$ cat src/hdl/mtvs_divider.sv
// ----------------------------------------------------------------------------
// mtvs_divider
// Restoring divider, one quotient bit per cycle. Gives floor(num / den) for
// signed num and positive den, where the quotient magnitude fits QB bits.
// ----------------------------------------------------------------------------
module mtvs_divider #(
   parameter int NW = 47,
   parameter int DW = 29,
   parameter int QB = 16
) (
   input  logic                 clock,
   input  logic                 reset,
   input  logic                 start,
   input  logic signed [NW-1:0] num,
   input  logic [DW-1:0]        den,
   output logic                 done,
   output logic signed [QB:0]   quot
);

   localparam int CNT_W = $clog2(QB + 1);

   logic              run_ff, run_in;
   logic              done_ff, done_in;
   logic              neg_ff, neg_in;
   logic [DW-1:0]     rem_ff, rem_in;
   logic [QB-1:0]     abits_ff, abits_in;
   logic [QB-1:0]     q_ff, q_in;
   logic [CNT_W-1:0]  cnt_ff, cnt_in;
   logic [NW-1:0]     mag;
   logic [DW:0]       trial;
   logic [DW:0]       diff;

   // magnitude: for negative num, floor(num/den) = ~floor(~num/den)
   assign mag = num[NW-1] ? ~num : num;
   assign trial = {rem_ff, abits_ff[QB-1]};
   assign diff = trial - {1'b0, den};

   // one bit per step
   always_comb begin
      run_in = run_ff;
      done_in = 1'b0;
      neg_in = neg_ff;
      rem_in = rem_ff;
      abits_in = abits_ff;
      q_in = q_ff;
      cnt_in = cnt_ff;
      if (start) begin
         run_in = 1'b1;
         neg_in = num[NW-1];
         rem_in = mag[QB+DW-1:QB];
         abits_in = mag[QB-1:0];
         q_in = '0;
         cnt_in = CNT_W'(QB);
      end else if (run_ff) begin
         if (trial >= {1'b0, den}) begin
            rem_in = diff[DW-1:0];
            q_in = {q_ff[QB-2:0], 1'b1};
         end else begin
            rem_in = trial[DW-1:0];
            q_in = {q_ff[QB-2:0], 1'b0};
         end
         abits_in = {abits_ff[QB-2:0], 1'b0};
         cnt_in = cnt_ff - 1'b1;
         if (cnt_ff == CNT_W'(1)) begin
            run_in = 1'b0;
            done_in = 1'b1;
         end
      end
   end

   // control state
   always_ff @(posedge clock) begin
      if (reset) begin
         run_ff <= 1'b0;
         done_ff <= 1'b0;
         cnt_ff <= '0;
      end else begin
         run_ff <= run_in;
         done_ff <= done_in;
         cnt_ff <= cnt_in;
      end
   end

   // datapath
   always_ff @(posedge clock) begin
      neg_ff <= neg_in;
      rem_ff <= rem_in;
      abits_ff <= abits_in;
      q_ff <= q_in;
   end

   assign done = done_ff;
   assign quot = neg_ff ? $signed(~{1'b0, q_ff}) : $signed({1'b0, q_ff});

endmodule

$ cat config.mk
export PLATFORM = sky130hd
export DESIGN_NAME = mtvs_divider
export DESIGN_NICKNAME = d
export VERILOG_FILES = /design/src/hdl/mtvs_divider.sv
export SDC_FILE = /design/constraint.sdc
export NUM_CORES = 1
export LEC_CHECK = 0
export BUFFER_PORTS_ARGS = -buffer_cell sky130_fd_sc_hd__buf_2
export CAP_MARGIN = 40
export CORE_MARGIN = 4
export CORE_UTILIZATION = 41
export DETAILED_ROUTE_END_ITERATION = 10
export MAX_ROUTING_LAYER = met4
export PLACE_DENSITY = 0.71
export SETUP_SLACK_MARGIN = 0.1
export SLEW_MARGIN = 20
export SYNTH_ARGS = -nofsm -noshare
export SYNTH_HDL_FRONTEND = slang
export SYNTH_SLANG_ARGS = --single-unit
$ cat constraint.sdc
create_clock -name clock -period 5.8 [get_ports clock]
set_input_delay 0.87 -clock clock [delete_from_list [all_inputs] [get_ports clock]]
set_output_delay 0.87 -clock clock [all_outputs]
set_load 0.005 [all_outputs]
==> run metrics <==
total negative setup slack 0 ps; clock-pin slew of the registers on the worst-case setup and hold paths 60 ps; Crit path buffers/inverters 2; final cell count without fillers 858; data arrival time of the critical path 3990 ps; HP Class flop to flop; syn avg cell area 8.88 um2; worst clock skew 9.81 ps; Remaining Overflow, GRT 0; number of distinct library cell variants in the gate-level netlist after synthesis 55; Detail Route Antenna Nets 0; top achievable clock speed 255 MHz; Cells after Synth 606; Syn. warnings 0; post-route DRC violation count 0; weighted congestion reported at the end of routability-driven placement 0.902; kind of critical path primary input to flop; area of the core region 0.0127 mm2; family with the most delay on the worst path compound AO/OA/AOI/OAI gates; worst-path cell with the longest stage delay sky130_fd_sc_hd__o21ai_4; Leakage Power 2.90 nW; clk buf depth 2; highest fanout seen on the critical path 21; relative max-transition margin 45.0%; Syn-to-layout area delta 17.6%; portion of the post-synthesis area used by sequential elements 34.2%; final hold vios 0; stage delay of the slowest cell on the critical path 650 ps; standard-cell rows 41; worst setup timing slack at the placement stage 1510 ps; total placed instance area 0.00596 mm2; Mapped Area 0.00538 mm2; initial antenna violation count 0; maximum level of the CTS H-tree 3; routed wire length per instance 15.3 um; number of global-route vias before repair 4489; number of antenna repair diodes 0; starting density of the core 42.3%; result of the run finished clean; post-layout minimum cycle time 3920 ps; clock buffer count from CTS 9; pin count of the biggest net entering global routing 87; hpwl dp 9520 um; commonest non-fill, non-tap cells in the layout sky130_fd_sc_hd__buf_2, sky130_fd_sc_hd__nor2_1, sky130_fd_sc_hd__a21oi_1; clock sink count 69; maxcap violations 0; CP required 5870 ps; leading cell type in the layout, fill and taps excluded sky130_fd_sc_hd__buf_2; critical path endpoint category flop; clock root cell sky130_fd_sc_hd__clkbuf_16; post-synth net total 717; count of placed standard cells including taps 840; clock insertion delay at the later pin of the skew report 340 ps; Die Height 123 um; width of the chip 123 um; areal power density over the cells 363 mW/mm2; via count 4518; DR iter-0 viols 224; first-pass GRT wire length 21200 um; Setup crit start kind primary input; mean number of vias per cell 5.27; port bufs 95; Non-Filler Cell Area, Final 0.00633 mm2; proportion of layout cells with a drive suffix above 1 19.1%; setup repair after global routing missed its margin no; # Post-CTS Setup Buffers 0; total routed wirelength 13100 um; Worst VDD drop 0.238 mV; Final nets 792; part of the cycle the worst path needs 67.6%; post_cts resized 0; transition time at the pin with the least slew margin 824 ps; least setup slack across all paths after layout 1880 ps; hold buffer count at cts 0; post-route total power 2.30 mW; TritonCTS clock tree yes; pins over their slew limit 0; die footprint 0.0150 mm2; global-route usage over all layers 18.2%; synthesized flop and latch total 69; TritonRoute pass-1 iters 5; number of setup violations in the final report 0; Cell Chain, Critical Path buf_2 > ha_1 > fa_1 > nand2b_1 > a211oi_1 > o311ai_1 > a31oi_2 > a211oi_4 > o21ai_4 > buf_4 > mux2i_1 > a21oi_1; IO Pins 97
==> worst reg2reg max path: stages, from the launching register on <==
cell	delay [ps]
sky130_fd_sc_hd__edfxtp_1	340
sky130_fd_sc_hd__inv_1	50
sky130_fd_sc_hd__ha_1	200
sky130_fd_sc_hd__fa_1	410
sky130_fd_sc_hd__nand2b_1	180
sky130_fd_sc_hd__a211oi_1	280
sky130_fd_sc_hd__o311ai_1	210
sky130_fd_sc_hd__a31oi_2	280
sky130_fd_sc_hd__a211oi_4	140
sky130_fd_sc_hd__o21ai_4	650
sky130_fd_sc_hd__buf_4	350
sky130_fd_sc_hd__mux2i_1	230
sky130_fd_sc_hd__a21oi_1	90
==> synth_stat cells (all sizes together) <==
| cell type | instances | area (um2) |
|---|---|---|
| and3 | 6 | 37.5 |
| nand2b | 7 | 43.8 |
| a211o | 2 | 17.5 |
| a211oi | 9 | 85.1 |
| a2111oi | 2 | 23.8 |
| or2 | 2 | 12.5 |
| o311ai | 1 | 8.76 |
| clkbuf | 24 | 90.1 |
| o21ai | 33 | 176 |
| inv | 39 | 146 |
| nand3b | 1 | 7.51 |
| o211ai | 5 | 37.5 |
| dfxtp | 23 | 460 |
| nor4b | 2 | 17.5 |
| o21bai | 1 | 7.51 |
| nor4 | 2 | 18.8 |
| clkinv | 1 | 3.75 |
| a221oi | 2 | 17.5 |
| edfxtp | 46 | 1380 |
| a31oi | 10 | 68.8 |
| and2 | 2 | 12.5 |
| ha | 31 | 388 |
| nor2 | 66 | 248 |
| o31ai | 3 | 22.5 |
| mux2i | 35 | 350 |
| buf | 15 | 97.6 |
| or4 | 1 | 7.51 |
| or4b | 2 | 20.0 |
| nor3 | 11 | 55.1 |
| o2111ai | 1 | 8.76 |
| nand4 | 7 | 43.8 |
| a21oi | 54 | 270 |
| a22oi | 2 | 15.0 |
| xnor2 | 42 | 368 |
| a311oi | 2 | 30.0 |
| nand3 | 6 | 30.0 |
| nand2 | 35 | 131 |
| o221ai | 3 | 26.3 |
| fa | 1 | 20.0 |
| nor2b | 1 | 6.26 |
| o21a | 3 | 23.8 |
| xor2 | 47 | 412 |
| a21o | 18 | 135 |
==> sequential cells by signal, indices dropped and copies added (netlist names) <==
signal	cells
run_ff	1
q_ff	16
abits_ff	16
rem_ff	29
neg_ff	1
cnt_ff	5
done	1
==> cell families after synthesis <==
logic type	count (synthesis)	synth area share [%]
AO/OA/AOI/OAI	151	18.1
AND/OR/NAND/NOR	151	12.9
XOR/XNOR	89	14.5
buffers and inverters	79	6.27
flip-flops	69	34.2
multiplexers	35	6.51
adder cells (fa/ha/maj)	32	7.58
==> routing by layer <==
layer  global-route usage (%)  part of all wire [%]  vias to the layer above  wire [um]
met5                        -                     0                        -          0
met4                     4.20                   1.2                        0        155
met3                     4.33                   6.7                       13        879
met2                     28.6                    45                      130       5940
met1                     23.8                    47                     2097       6170
li1                         -                     -                     2278          -
==> stage by stage <==
step / hold WS [ps] / util, %
CTS: 512 / 49.4
floorplan: 469 / -
global placement: 487 / 46.5
global route: 560 / 49.8
detailed placement: 503 / 46.8
finish: 507 / 49.8
==> worst paths after layout <==
check          startpoint    endpoint  slack [ps]  depth (start not counted)
max                den[0]  rem_ff[15]        1880                         12
min             cnt_ff[1]   cnt_ff[1]         510                          2
max reg2reg  abits_ff[15]  rem_ff[15]        2140                         12
min reg2reg     cnt_ff[1]   cnt_ff[1]         510                          2
==> final cells by class <==
| class | instances | area (um2) |
|---|---|---|
| Clock buffer | 9 | 225 |
| Tap cell | 172 | 215 |
| Inverter | 40 | 150 |
| Multi-Input combinational cell | 458 | 3200 |
| Clock inverter | 7 | 105 |
| Sequential cell | 69 | 1840 |
| Fill cell | 1243 | 6390 |
| Timing Repair Buffer | 103 | 588 |
==> power by group <==
part           internal [mW]  switching (mW)  total (mW)
sequential             0.631          0.0493       0.681
clock                  0.384           0.248       0.631
combinational          0.429           0.559       0.988
No activity file was read; power rests on OpenSTA's default activity.
